### src/cpa_pkg.sv
// Shared constants and controller/datapath interface types for the CPU pool allocator.
package cpa_pkg;

  // Default number of worker slots.
  localparam int MAX_WORKERS_DEF = 8;

  // Action codes on the action port.
  localparam logic [1:0] ACT_REGISTER = 2'd0;
  localparam logic [1:0] ACT_ALLOCATE = 2'd1;
  localparam logic [1:0] ACT_PREEMPT  = 2'd2;
  localparam logic [1:0] ACT_RELEASE  = 2'd3;

  // Result status codes.
  localparam logic [1:0] ST_OK        = 2'd0;
  localparam logic [1:0] ST_NO_WORKER = 2'd1;
  localparam logic [1:0] ST_FULL      = 2'd2;
  localparam logic [1:0] ST_NOT_FOUND = 2'd3;

  // Commands from the controller to the datapath.
  typedef struct packed {
    logic load;    // capture the input word and restart the scan
    logic scan;    // step the slot scan by one entry
    logic commit;  // apply the decision and register the result word
  } cpa_cmd_t;

  // Status from the datapath to the controller.
  typedef struct packed {
    logic scan_done;  // the last slot is being evaluated this cycle
  } cpa_stat_t;

endpackage

### src/cpu_pool_allocator_with_preemption_unit.sv
// Top level of the CPU pool allocator with burst-estimate preemption.
//
// Usage: drive action and its operand ports and raise start; the word is
// taken at a rising edge where start is high and busy is low. Actions are
// register a worker, allocate the first free worker, allocate by preempting
// the busy worker with the largest estimate if it exceeds the new one, and release a pid.
// Each accepted word gives exactly one result word, presented on status,
// granted_dispatch, evict_flag, evicted_pid and evict_interrupt for one cycle
// while done is high. The receiver cannot stall; it must take the word then.
// Sequence: the accepted word passes through the slot scan, which reads one
// slot per cycle from the slot memories with a registered read, then the
// commit state and the result register. busy falls in the done cycle, so a
// new word may be accepted then.
// Reset (rst, synchronous) empties the table: all slots invalid and free.
// The worker id given with register is accepted but not kept, since no
// result depends on it.
module cpu_pool_allocator_with_preemption_unit
  import cpa_pkg::*;
#(
  parameter int MAX_WORKERS = MAX_WORKERS_DEF
) (
  input  logic        clk,
  input  logic        rst,
  input  logic        start,
  output logic        busy,
  input  logic [1:0]  action,
  input  logic [7:0]  cpu_id,
  input  logic [15:0] dispatch_handle,
  input  logic [15:0] interrupt_handle,
  input  logic [31:0] process_id,
  input  logic [31:0] burst_estimate,
  output logic        done,
  output logic [1:0]  status,
  output logic [15:0] granted_dispatch,
  output logic        evict_flag,
  output logic [31:0] evicted_pid,
  output logic [15:0] evict_interrupt
);

  cpa_cmd_t  cmd;
  cpa_stat_t stat;

  // Sequencer.
  cpa_ctrl u_ctrl (
    .clk   (clk),
    .rst   (rst),
    .start (start),
    .stat  (stat),
    .cmd   (cmd),
    .busy  (busy)
  );

  // Slot tables and result registers.
  cpa_datapath #(
    .MAX_WORKERS (MAX_WORKERS)
  ) u_datapath (
    .clk              (clk),
    .rst              (rst),
    .cmd              (cmd),
    .stat             (stat),
    .action           (action),
    .dispatch_handle  (dispatch_handle),
    .interrupt_handle (interrupt_handle),
    .process_id       (process_id),
    .burst_estimate   (burst_estimate),
    .done             (done),
    .status           (status),
    .granted_dispatch (granted_dispatch),
    .evict_flag       (evict_flag),
    .evicted_pid      (evicted_pid),
    .evict_interrupt  (evict_interrupt)
  );

endmodule

### src/cpa_ctrl.sv
// Controller state machine of the CPU pool allocator: accept, scan, commit.
module cpa_ctrl
  import cpa_pkg::*;
(
  input  logic      clk,
  input  logic      rst,
  input  logic      start,
  input  cpa_stat_t stat,
  output cpa_cmd_t  cmd,
  output logic      busy
);

  typedef enum logic [2:0] {
    S_IDLE   = 3'b001,
    S_SCAN   = 3'b010,
    S_COMMIT = 3'b100
  } state_t;

  state_t state;
  state_t state_next;

  // Next-state logic.
  always_comb begin
    state_next = state;
    case (state)
      S_IDLE: begin
        if (start) state_next = S_SCAN;
      end
      S_SCAN: begin
        if (stat.scan_done) state_next = S_COMMIT;
      end
      S_COMMIT: begin
        state_next = S_IDLE;
      end
      default: begin
        state_next = S_IDLE;
      end
    endcase
  end

  // State register.
  always_ff @(posedge clk) begin
    if (rst) begin
      state <= S_IDLE;
    end else begin
      state <= state_next;
    end
  end

  // Commands to the datapath.
  assign busy       = (state != S_IDLE);
  assign cmd.load   = (state == S_IDLE) && start;
  assign cmd.scan   = (state == S_SCAN);
  assign cmd.commit = (state == S_COMMIT);

endmodule

### src/cpa_datapath.sv
// Datapath of the CPU pool allocator: slot tables, scan pipeline and result registers.
module cpa_datapath
  import cpa_pkg::*;
#(
  parameter int MAX_WORKERS = MAX_WORKERS_DEF
) (
  input  logic        clk,
  input  logic        rst,
  input  cpa_cmd_t    cmd,
  output cpa_stat_t   stat,
  input  logic [1:0]  action,
  input  logic [15:0] dispatch_handle,
  input  logic [15:0] interrupt_handle,
  input  logic [31:0] process_id,
  input  logic [31:0] burst_estimate,
  output logic        done,
  output logic [1:0]  status,
  output logic [15:0] granted_dispatch,
  output logic        evict_flag,
  output logic [31:0] evicted_pid,
  output logic [15:0] evict_interrupt
);

  localparam int IDXW = (MAX_WORKERS > 1) ? $clog2(MAX_WORKERS) : 1;
  localparam int CNTW = $clog2(MAX_WORKERS + 1);
  localparam logic [IDXW-1:0] LAST_IDX = IDXW'(MAX_WORKERS - 1);
  localparam logic [CNTW-1:0] END_CNT  = CNTW'(MAX_WORKERS);

  // Per-slot flags, cleared by reset.
  logic [MAX_WORKERS-1:0] slot_valid;
  logic [MAX_WORKERS-1:0] slot_busy;

  // Slot memories: {dispatch, interrupt} and {pid, estimate}.
  logic [31:0] handle_mem [MAX_WORKERS];
  logic [63:0] run_mem    [MAX_WORKERS];
  logic [31:0] handle_q;
  logic [63:0] run_q;

  // Captured input word.
  logic [1:0]  act;
  logic [15:0] in_disp;
  logic [15:0] in_int;
  logic [31:0] in_pid;
  logic [31:0] in_est;

  // Scan pipeline.
  logic [CNTW-1:0] rd_idx;
  logic [IDXW-1:0] eval_idx;
  logic            eval_en;

  // Best or first match found so far.
  logic            found;
  logic [IDXW-1:0] pick;
  logic [15:0]     pick_disp;
  logic [15:0]     pick_int;
  logic [31:0]     pick_pid;
  logic [31:0]     pick_est;

  logic [15:0] cur_disp;
  logic [15:0] cur_int;
  logic [31:0] cur_pid;
  logic [31:0] cur_est;
  logic        cur_valid;
  logic        cur_busy;
  logic        hit;
  logic        take;
  logic        preempt_ok;

  assign cur_disp  = handle_q[31:16];
  assign cur_int   = handle_q[15:0];
  assign cur_pid   = run_q[63:32];
  assign cur_est   = run_q[31:0];
  assign cur_valid = slot_valid[eval_idx];
  assign cur_busy  = slot_busy[eval_idx];

  assign stat.scan_done = eval_en && (eval_idx == LAST_IDX);

  // Match condition of the slot under evaluation for the current action.
  always_comb begin
    hit  = 1'b0;
    take = 1'b0;
    case (act)
      ACT_REGISTER: hit = !cur_valid;
      ACT_ALLOCATE: hit = cur_valid && !cur_busy;
      ACT_PREEMPT:  hit = cur_valid && cur_busy && (!found || (cur_est > pick_est));
      ACT_RELEASE:  hit = cur_valid && cur_busy && (cur_pid == in_pid);
      default:      hit = 1'b0;
    endcase
    // Preemption keeps the largest estimate; the others keep the first hit.
    if (act == ACT_PREEMPT) begin
      take = eval_en && hit;
    end else begin
      take = eval_en && hit && !found;
    end
  end

  assign preempt_ok = found && (pick_est > in_est);

  // Input capture and scan address counter.
  always_ff @(posedge clk) begin
    if (cmd.load) begin
      act     <= action;
      in_disp <= dispatch_handle;
      in_int  <= interrupt_handle;
      in_pid  <= process_id;
      in_est  <= burst_estimate;
    end
  end

  always_ff @(posedge clk) begin
    if (rst) begin
      rd_idx  <= '0;
      eval_en <= 1'b0;
      found   <= 1'b0;
    end else if (cmd.load) begin
      rd_idx  <= '0;
      eval_en <= 1'b0;
      found   <= 1'b0;
    end else if (cmd.scan) begin
      if (rd_idx != END_CNT) begin
        rd_idx  <= rd_idx + CNTW'(1);
        eval_en <= 1'b1;
      end else begin
        eval_en <= 1'b0;
      end
      if (take) found <= 1'b1;
    end else begin
      eval_en <= 1'b0;
    end
  end

  // Index of the slot whose data is in the read registers, and the chosen slot.
  always_ff @(posedge clk) begin
    if (cmd.scan) begin
      eval_idx <= rd_idx[IDXW-1:0];
    end
    if (cmd.scan && take) begin
      pick      <= eval_idx;
      pick_disp <= cur_disp;
      pick_int  <= cur_int;
      pick_pid  <= cur_pid;
      pick_est  <= cur_est;
    end
  end

  // Slot memories: registered reads during the scan, writes at commit.
  always_ff @(posedge clk) begin
    if (cmd.scan) begin
      handle_q <= handle_mem[rd_idx[IDXW-1:0]];
      run_q    <= run_mem[rd_idx[IDXW-1:0]];
    end
    if (cmd.commit && found && (act == ACT_REGISTER)) begin
      handle_mem[pick] <= {in_disp, in_int};
    end
    if (cmd.commit && (((act == ACT_ALLOCATE) && found) ||
                       ((act == ACT_PREEMPT) && preempt_ok))) begin
      run_mem[pick] <= {in_pid, in_est};
    end
  end

  // Slot flags updated at commit.
  always_ff @(posedge clk) begin
    if (rst) begin
      slot_valid <= '0;
      slot_busy  <= '0;
    end else if (cmd.commit && found) begin
      case (act)
        ACT_REGISTER: begin
          slot_valid[pick] <= 1'b1;
          slot_busy[pick]  <= 1'b0;
        end
        ACT_ALLOCATE: slot_busy[pick] <= 1'b1;
        ACT_PREEMPT:  slot_busy[pick] <= 1'b1;
        ACT_RELEASE:  slot_busy[pick] <= 1'b0;
        default:      slot_busy[pick] <= slot_busy[pick];
      endcase
    end
  end

  // Result word, shown for one cycle after commit.
  always_ff @(posedge clk) begin
    if (rst) begin
      done <= 1'b0;
    end else begin
      done <= cmd.commit;
    end
  end

  always_ff @(posedge clk) begin
    if (cmd.commit) begin
      status           <= ST_OK;
      granted_dispatch <= '0;
      evict_flag       <= 1'b0;
      evicted_pid      <= '0;
      evict_interrupt  <= '0;
      case (act)
        ACT_REGISTER: begin
          if (!found) status <= ST_FULL;
        end
        ACT_ALLOCATE: begin
          if (found) granted_dispatch <= pick_disp;
          else       status <= ST_NO_WORKER;
        end
        ACT_PREEMPT: begin
          if (preempt_ok) begin
            granted_dispatch <= pick_disp;
            evict_flag       <= 1'b1;
            evicted_pid      <= pick_pid;
            evict_interrupt  <= pick_int;
          end else begin
            status <= ST_NO_WORKER;
          end
        end
        ACT_RELEASE: begin
          if (!found) status <= ST_NOT_FOUND;
        end
        default: status <= ST_OK;
      endcase
    end
  end

endmodule
### config.mk
export PLATFORM = sky130hd
export DESIGN_NAME = cpu_pool_allocator_with_preemption_unit
export DESIGN_NICKNAME = d
export VERILOG_FILES = /design/src/cpa_pkg.sv /design/src/cpu_pool_allocator_with_preemption_unit.sv /design/src/cpa_ctrl.sv /design/src/cpa_datapath.sv
export SDC_FILE = /design/constraint.sdc
export NUM_CORES = 1
export LEC_CHECK = 0
export ABC_AREA = 1
export BUFFER_PORTS_ARGS = -buffer_cell sky130_fd_sc_hd__buf_2
export CORE_MARGIN = 1.5
export CORE_UTILIZATION = 50
export CTS_BUF_LIST = sky130_fd_sc_hd__clkbuf_8
export DETAILED_ROUTE_END_ITERATION = 8
export GPL_TIMING_DRIVEN = 0
export PLACE_DENSITY = 0.67
export SYNTH_ARGS = -nofsm -noshare
export SYNTH_HDL_FRONTEND = slang
export SYNTH_SLANG_ARGS = --single-unit
### constraint.sdc
create_clock -name clk -period 8.95 [get_ports clk]
set_input_delay 1.79 -clock clk [delete_from_list [all_inputs] [get_ports clk]]
set_output_delay 1.79 -clock clk [all_outputs]
set_load 0.02 [all_outputs]
---- Word level (Yosys, flattened, before mapping) ----
Memory sizes are Yosys's and may differ from the RTL's. A register that Yosys moved wholly into a read port is not among the register bits.
Cells that the tools add are included.
storage, ports and cells
  latch bits .............................. 0
  bits in registers ....................... 293
  memories kept ........................... 2
  RAM bits ................................ 768
  output and inout bits ................... 69
  ROM bits ................................ 0
cells by class
  $lt $le $gt $ge ......................... 5
  equality and inequality tests ........... 12
  reductions and logical operators ........ 31
  add/subtract/negate cells ............... 1
  shift operators ......................... 0
  bitwise logic cells ..................... 5
  divide/modulo/power cells ............... 0
  multiply operators ...................... 0
  multiplexer cells ....................... 26
memory list
  memory                 depth  width  read ports  clocked after memory_dff  write ports  line                source
  u_datapath.run_mem     8      64     1           1                         1            cpa_datapath.sv:35  logic [63:0] run_mem [MAX_WORKERS];
  u_datapath.handle_mem  8      32     1           1                         1            cpa_datapath.sv:34  logic [31:0] handle_mem [MAX_WORKERS];
operators with widths
  operator                                                              number
  32-bit > comparator                                                   2
  32-bit equality test                                                  1
  16-bit 2-to-1 mux                                                     2
  16-bit case mux with 2 select lines                                   1
  1-bit logical AND                                                     16
  8-bit bitwise OR                                                      2
  8-bit case mux with 2 select lines                                    1
  1-bit 2-to-1 mux                                                      12
  2-bit AND reduction                                                   5
  8-bit AND                                                             1
  3-bit by 4-bit < comparator with 1-bit output, second input constant  2
  8-bit inverter                                                        1
  2-bit case mux with 4 select lines                                    1
  1-bit binary-select mux with 3-bit select                             2
  3-bit equality test, second input constant                            2
  3-bit 2-to-1 mux                                                      2
  3-bit case mux with 2 select lines                                    1
  2-bit OR reduction                                                    3
  4-bit by 1-bit adder with 4-bit output, second input constant         1
  2-bit equality test, second input constant                            2
  2-bit 2-to-1 mux                                                      2
  2-bit inequality test, second input constant                          2
  4-bit inequality test, second input constant                          1
  1-bit case mux with 4 select lines                                    1
  11 further kinds                                                      14

---- Depth between registers and ports, before layout ----
Gate-level depths: netlist of run 1.
  depth after elaboration ................. 9
  depth in mapped cells ................... 21

---- Hierarchy ----
A second synthesis of run 1 with hierarchy kept.
second synthesis, totals
  cells, all modules ...................... 3,224
  area total of the unflattened synthesis .. 44,438.9 um2
modules (own cells, without submodules)
  module        area each (um2)  cells an instance  instances  seq. area each (um2)
  cpa_datapath  44,281.2         3,202              1          34,423.0
  cpa_ctrl      157.7            22                 1          60.1

---- Least setup slack after synthesis of run 1 ----
OpenSTA, ideal clock, no wires.
  path type ............................... register to register
  start point ............................. register u_ctrl.state[2]
  end point ............................... register u_datapath.pick[0] (enable)
  stages on the path, launching flop included .. 8
  path slack .............................. 1.732 ns
  clock period less this slack ............ 7.218 ns
  library setup time ...................... 0.453 ns
  arrival ................................. 6.766 ns
  cells stage by stage .................... dfxtp_1 > nor3_2 > inv_1 > nor3_1 > nand2_1 > inv_1 > nand2_1 > inv_1
between the ends
  longest elaborated chain between the ends .. 2
RTL lines
  element                                         line                 source
  start, declared                                 cpa_ctrl.sv:19       state_t state;
  start signal, assigned                          cpa_ctrl.sv:46       state <= state_next;
  3-bit by 2-bit equality test with 1-bit output  cpa_ctrl.sv:53       assign cmd.scan = (state == S_SCAN);
  1-bit logical AND                               cpa_datapath.sv:137  if (cmd.scan && take) begin
  end signal, assigned                            cpa_datapath.sv:138  pick <= eval_idx;
  end, declared                                   cpa_datapath.sv:53   logic [IDXW-1:0] pick;
No other way between the ends.
A chain may end at the register's enable or synchronous reset.

---- Final worst setup path of run 1 ----
  start point ............................. register u_datapath.in_est[15]
  end point ............................... memory u_datapath.run_mem[3][53] (enable)
between the ends
  longest elaborated chain between the ends .. 7
RTL lines
  element                                 line                 source
  start, declared                         cpa_datapath.sv:44   logic [31:0] in_est;
  start signal, assigned                  cpa_datapath.sv:106  in_est <= burst_estimate;
  32-bit > comparator                     cpa_datapath.sv:97   assign preempt_ok = found && (pick_est > in_est);
  1-bit logical AND                       cpa_datapath.sv:97
  1-bit logical AND                       cpa_datapath.sv:156  ((act == ACT_PREEMPT) && preempt_ok))) begin
  1-bit logical OR                        cpa_datapath.sv:155  if (cmd.commit && (((act == ACT_ALLOCATE) && found) ||
  1-bit logical AND                       cpa_datapath.sv:155
  1-bit 2-to-1 mux                        cpa_datapath.sv:155
  1-bit 2-to-1 mux (not written as such)  cpa_datapath.sv:157  run_mem[pick] <= {in_pid, in_est};
  end, declared                           cpa_datapath.sv:35
No other way between the ends.

==> results of run 1 <==
-- cell usage after synthesis (2+ instances only) --
cell / instances
edfxtp_1: 1131
nor2_1: 799
o21ai_0: 406
inv_1: 186
clkbuf_1: 109
o22ai_1: 100
a31oi_1: 97
nand2_1: 83
ha_1: 70
a21oi_1: 36
buf_2: 34
dfxtp_1: 26
nor3_1: 21
xnor2_1: 20
nor2_2: 19
nand3_1: 10
nand4_1: 10
buf_1: 9
xor2_1: 9
o21a_1: 4
buf_6: 3
o211ai_1: 3
or2_2: 3
buf_4: 2
clkinv_1: 2
nand2_2: 2
nor3b_1: 2
-- how the worst max path moves through the flow --
| stage | from | to | slack [ns] |
|---|---|---|---|
| 3_5_place_dp | u_datapath.in_est[15]$_DFFE_PP_ | u_datapath.run_mem[3][53]$_DFFE_PP_ | 4.48 |
| 6_report | u_datapath.in_est[15]$_DFFE_PP_ | u_datapath.run_mem[3][53]$_DFFE_PP_ | 4.43 |
| 4_1_cts | u_datapath.in_est[15]$_DFFE_PP_ | u_datapath.run_mem[3][51]$_DFFE_PP_ | 4.43 |
| 5_1_grt | u_datapath.in_est[15]$_DFFE_PP_ | u_datapath.run_mem[3][51]$_DFFE_PP_ | 4.17 |
| 3_3_place_gp | u_ctrl.state[2]$_SDFFE_PP0P_ | u_datapath.pick_disp[1]$_DFFE_PP_ | -2.58 |
| 2_1_floorplan | u_ctrl.state[2]$_SDFFE_PP0P_ | u_datapath.pick[0]$_DFFE_PP_ | 1.73 |
-- flip-flops by register name, summed over array words and instances (netlist names), 8 cells and up, named ones only --
name                         count
u_datapath.pick_pid             32
u_datapath.in_disp              16
u_datapath.run_mem             512
u_datapath.slot_valid            8
u_datapath.evict_interrupt      16
u_datapath.handle_q             32
u_datapath.pick_int             16
u_datapath.in_int               16
u_datapath.handle_mem          256
u_datapath.pick_disp            16
u_datapath.in_pid               32
u_datapath.evicted_pid          32
u_datapath.granted_dispatch     16
u_datapath.in_est               32
u_datapath.run_q                64
u_datapath.pick_est             32
-- worst reg2reg max path, cell delays in order (launching register included) --
cell and delay, ns:
edfxtp_1 0.52, inv_1 0.08, ha_1 0.32, nand4_1 0.13, nor3_1 0.49, nand2_1 0.12
nand2_1 0.14, nand2_1 0.08, nand2_2 0.10, nand3_4 0.23, nand2_2 0.19, nand2_1 0.41
nor2_4 0.84, buf_12 0.29, buf_12 0.23
-- cells by family after synthesis --
| kind of cell | count (synthesis) |
|---|---|
| buf+inv | 346 |
| flops | 1157 |
| xor+xnor | 29 |
| simple gates | 955 |
| fa+ha+maj | 70 |
| compound gates | 653 |
-- area by class of cell --
| type | count | share of cell area |
|---|---|---|
| Antenna cell | 3 | 0.000147 |
| Clock buffer | 193 | 0.0520 |
| Buffer | 157 | 0.0130 |
| Clock inverter | 137 | 0.0165 |
| Inverter | 189 | 0.0140 |
| Multi-Input combinational cell | 1707 | 0.168 |
| Timing Repair Buffer | 205 | 0.0329 |
| Sequential cell | 1157 | 0.675 |
| Tap cell | 1155 | 0.0283 |
-- metrics by stage --
stage                     total power (uW)  setup TNS, ns  worst slack [ns]  utilization  hold slack, ns
after floorplan                       6380              0              1.73            -           0.400
after global placement                6550        -543.00             -2.58        0.534           0.403
after detailed placement              6560              0              4.48        0.545           0.405
after CTS                            10800              0              4.43        0.585           0.417
after global routing                 11100              0              4.17        0.585           0.422
final                                10700              0              4.43        0.585           0.417
-- layer usage --
layer,up-vias,GRT usage
met4,0,0.0883
met3,186,0.0419
li1,12386,-
met5,-,0
met2,1211,0.377
met1,12955,0.327
-- power groups by stage --
stage / registers, uW / clock network (uW) / logic, uW
finish: 6150 / 4280 / 307
global route: 6150 / 4590 / 339
CTS: 6150 / 4360 / 309
detailed placement: 6260 / 0 / 307
global placement: 6270 / 0 / 283
floorplan: 6210 / 0 / 170
==> results.toml, run 1 <==
[clocking]
cts-root-buf = "clkbuf_8"
clkTransAtPathRegs_ns = 0.06
cts.sinks = 1157
ctsHtreeMaxLevel = 4
postCtsResizedCells = 0
cts_hold_buf = 0
insertion_delay_ns = 0.85
clockBufferDepth = 3
cts_setup_buffers = 0
cts_buffers = 182
cts_tree = "built"

[placed_design]
gp_congestion = 0.860
hpwl_um = 68500
placed_area_mm2 = 0.0476
dp.cells = 4570
portBuffers = 169

[power]
p_clk_frac = 0.399
p_comb_frac = 0.029
leakage_uw = 0.0178
p_int_uw = 8350
switchingPower_uw = 2380
swShare = 0.222
irDropWorstVdd_uv = 144
p_seq_frac = 0.572
powerDensity_mw_per_mm2 = 210

[layout]
layout_common_cells = "1,131 x edfxtp_1, 782 x nor2_1, 406 x o21ai_0"
final_nets = 3778
drive_gt1_frac = 0.140
syn_to_final_growth_pct = 15.3
ff_latch_area_mm2 = 0.0345
fin_area_mm2 = 0.0511
fill_cells = 6960
layout_commonest_cell = "edfxtp_1"
multi_input_area_mm2 = 0.00857
final_cells = 4903

[yosys]
synth_area_leaders = "edfxtp_1 77%, nor2_1 6.8%, o21ai_0 4.6%"
ys_seq_area_frac = 0.779
yosys.area_share.simple = 0.0847
synth_top_area_frac = 0.767
synth_area_mm2 = 0.0443
ys_ff_latch = 1157
synthXorXnorAreaFrac = 0.00573
synth_edf_count = 1131
syn_inst = 3210
synthAdderAreaFrac = 0.0198
ys.warnings.count = 0
synth_nets = 3389
synth_compound_area_frac = 0.0803
synthDistinctLibCells = 41
async_reset_ff_frac = 0
avgSynthCellArea_um2 = 13.8
synthMuxAreaShare = 0
synth_top_family_by_area = "simple AND/OR/NAND/NOR gates"
yosysTopAreaCell = "edfxtp_1"
synth-main-ff-cell = "edfxtp_1"

[run]
drv_cap = 0

[critical_path]
timing.rr.end = "u_datapath.run_mem[3][53]$_DFFE_PP_"
worstPathRequired_ns = 9.45
arrival_ns = 5.02
crit_family = "simple AND/OR/NAND/NOR gates"
slowest_stage = "nor2_4"
setup.worst_path.start_class = "flip-flop"
worst-setup-path-type = "flip-flop to flip-flop"
worstSetupPathDepth = 14
regToRegSetupSlack_ns = 4.43
crit_fanout = 24
ff2ff_path_depth = 14
cpPeakStageDelay_ns = 0.84
worst_path_most_repeated_cell = "nand2_1"
endpoint_kind = "flip-flop"
critPathBufInv = 3
worstPathCellList = "inv_1, ha_1, nand4_1, nor3_1, nand2_1, nand2_1, nand2_1, nand2_2, nand3_4, nand2_2, nand2_1, nor2_4, buf_12, buf_12"
r2r_start = "u_datapath.in_est[15]$_DFFE_PP_"

[drt]
dr.pass1.iters = 5
ant_nets = 0
routedWlPerCell_um = 21.5
wl_met3_um = 8830
drt-total-wl_um = 105000
wl_met1_um = 43700
vias = 26738
highest_layer = "met4"
wl_met2_um = 49900
remaining_drc_errors = 0
drt_iter0_drc = 2738
via_per_inst = 5.45

[global_route]
grt_usage = 0.236
grt_pass1_wl_um = 159000
grt_overflow_total = 0
grt_max_degree = 52
antenna_found_initial = 6
grt_pass1_vias = 26532

[floorplanning]
die_h_um = 301
coreArea_mm2 = 0.0873
die_w_um = 301
dieArea_mm2 = 0.0904
initial_utilization = 0.507
rows = 108
ios = 178

[worst_hold_path]
hold_class = "flip-flop to flip-flop"
holdPathEnd = "u_datapath.pick_disp[0]$_DFFE_PP_"
holdPathStages = 0
holdCritStartpoint = "u_datapath.handle_q[16]$_DFFE_PP_"

[run_status]
outcome = "finished clean"

[sta]
fin_crit_ns = 4.52
rsz0062_at_grt = "false"
fin_crit_sh = 0.505
slew_headroom = 0.144
fin_worst_skew_ns = 0.0528
slew_viol_final = 0
hold_viol = 0
worst_slew_pin_slew_ns = 1.28
setup_violations = 0
fmax_mhz = 221
No activity file was read; power rests on OpenSTA's default activity.
==> inputs of run 2 (changes only) <==
PLACE_DENSITY = 0.69   (was 0.67)
clock period = 4.1 ns   (was 8.95 ns; I/O delays follow)
==> results.toml, run 2 (synthesized netlist as in run 1, its figures left out) <==
[sta]
fmax_mhz = 262
hold_viol = 0
final.setup.tns_ns = 0
fin_worst_skew_ns = 0.0555
rsz0062_at_grt = "false"
fin_crit_ns = 3.81
setup_violations = 0
worst_slew_pin_slew_ns = 1.27
slew_viol_final = 0
fin_crit_sh = 0.929
fin_ws_ns = 0.290
slew_headroom = 0.151

[power]
irDropWorstVdd_uv = 361
leakage_uw = 0.0178
powerDensity_mw_per_mm2 = 453
total_power_uw = 23100

[floorplanning]
rows = 108
coreArea_mm2 = 0.0873
initial_utilization = 0.507
die_w_um = 301
die_h_um = 301
dieArea_mm2 = 0.0904
ios = 178

[clocking]
clkTransAtPathRegs_ns = 0.06
clockBufferDepth = 3
ctsHtreeMaxLevel = 4
cts.sinks = 1157
insertion_delay_ns = 0.89
cts_tree = "built"
cts_buffers = 179
cts-root-buf = "clkbuf_8"
cts_hold_buf = 0

[critical_path]
crit_fanout = 27
ff2ff_path_depth = 16
r2r_start = "u_datapath.in_est[19]$_DFFE_PP_"
worstPathRequired_ns = 4.64
endpoint_kind = "flip-flop"
worstPathCellList = "inv_1, ha_1, nand3_1, inv_1, nand2_1, nand3_1, a21oi_1, or2_1, a21oi_1, nor2_1, nand2_2, nand3_4, nand2_2, nand2_2, nor2_4, buf_12"
cpPeakStageDelay_ns = 0.68
setup.worst_path.start_class = "flip-flop"
worstSetupPathDepth = 16
worst_path_most_repeated_cell = "nand2_2"
worst-setup-path-type = "flip-flop to flip-flop"
critPathBufInv = 3
arrival_ns = 4.35
crit_family = "simple AND/OR/NAND/NOR gates"
cp-startpoint = "u_datapath.in_est[19]$_DFFE_PP_"
slowest_stage = "nor2_4"

[layout]
fin_util = 0.584
fin_area_mm2 = 0.0510
largest_register_ffs = 512
ff_latch_area_mm2 = 0.0345
layout_common_cells = "1,131 x edfxtp_1, 782 x nor2_1, 406 x o21ai_0"
syn_to_final_growth_pct = 15.2
drive_gt1_frac = 0.142
multi_input_area_mm2 = 0.00859
fill_cells = 6753
reg_top3 = "u_datapath.run_mem x512, u_datapath.handle_mem x256, u_datapath.run_q x64"
final_nets = 3785
largest_register = "u_datapath.run_mem"
layout_commonest_cell = "edfxtp_1"

[drt]
routedWlPerCell_um = 21.0
drt_iter0_drc = 2549
via_per_inst = 5.43
dr.pass1.iters = 7
ant_nets = 0
remaining_drc_errors = 0
vias = 26621
drt-total-wl_um = 103000

[placed_design]
gp_congestion = 0.849
portBuffers = 169
place_ws_ns = -0.315
placed_area_mm2 = 0.0476
hpwl_um = 67700

[global_route]
antenna_found_initial = 5
grt_overflow_total = 0
grt_max_degree = 54
grt_usage = 0.230
grt_pass1_vias = 26403
grt_pass1_wl_um = 156000

[worst_hold_path]
hold_class = "input pin to flip-flop"
holdCritStartpoint = "process_id[31]"
holdPathStages = 1

[run_status]
outcome = "finished clean"

[run]
drv_cap = 0
## run 2: cell count changes in the layout (fill, tap and decap cells not counted), sizes merged
cell	delta
buf	+10
clkinvlp	+1
clkbuf	-9
diode	+1
inv	+1
bufinv	-2
clkinv	-1
## run 2: worst register-to-register path: stages (launching register included)
cell      delay (ns)
edfxtp_1        0.54
inv_1           0.09
ha_1            0.32
nand3_1         0.09
inv_1           0.07
nand2_1         0.05
nand3_1         0.07
a21oi_1         0.06
or2_1           0.20
a21oi_1         0.13
nor2_1          0.07
nand2_2         0.12
nand3_4         0.21
nand2_2         0.19
nand2_2         0.26
nor2_4          0.68
buf_12          0.30
## run 2: final cells by class
cell class,instances,area share
Tap cell,1155,0.0283
Clock buffer,184,0.0496
Antenna cell,4,0.000196
Clock inverter,136,0.0157
Timing Repair Buffer,215,0.0346
Buffer,157,0.0130
Multi-Input combinational cell,1707,0.168
Sequential cell,1157,0.676
Inverter,189,0.0140
## run 2: layer usage
metal  track usage  wire length, um  vias to the layer above
met5             0                0                        -
met1         0.317            42600                    12882
met3        0.0429             8720                      169
li1              -                -                    12408
met4        0.0871             2780                        0
met2         0.367            48600                     1162
## run 2: timing repair
action                     4_1_cts  5_1_grt
resized for setup                1        2
setup endpoints to repair      286      135
buffers inserted                 7        1
pin swaps                        2        0
## run 2: stage by stage
stage | cells | hold WS (ns)
after floorplan | 3210 | 0.400
after global placement | 4534 | 0.403
after detailed placement | 4572 | 0.405
after CTS | 4899 | 0.0524
after global routing | 4902 | 0.0764
final | 4904 | 0.114
## run 2: worst paths after layout
kind | to | slack (ns)
min | u_datapath.in_pid[31]$_DFFE_PP_ | 0.11
max reg2reg | u_datapath.run_mem[4][26]$_DFFE_PP_ | 0.29
max | u_datapath.run_mem[4][26]$_DFFE_PP_ | 0.29
min reg2reg | u_datapath.pick_disp[0]$_DFFE_PP_ | 0.42
## run 2: where the power goes
part | internal (uW) | switching (uW)
registers | 13200 | 234
clock network | 4520 | 4480
logic | 223 | 443
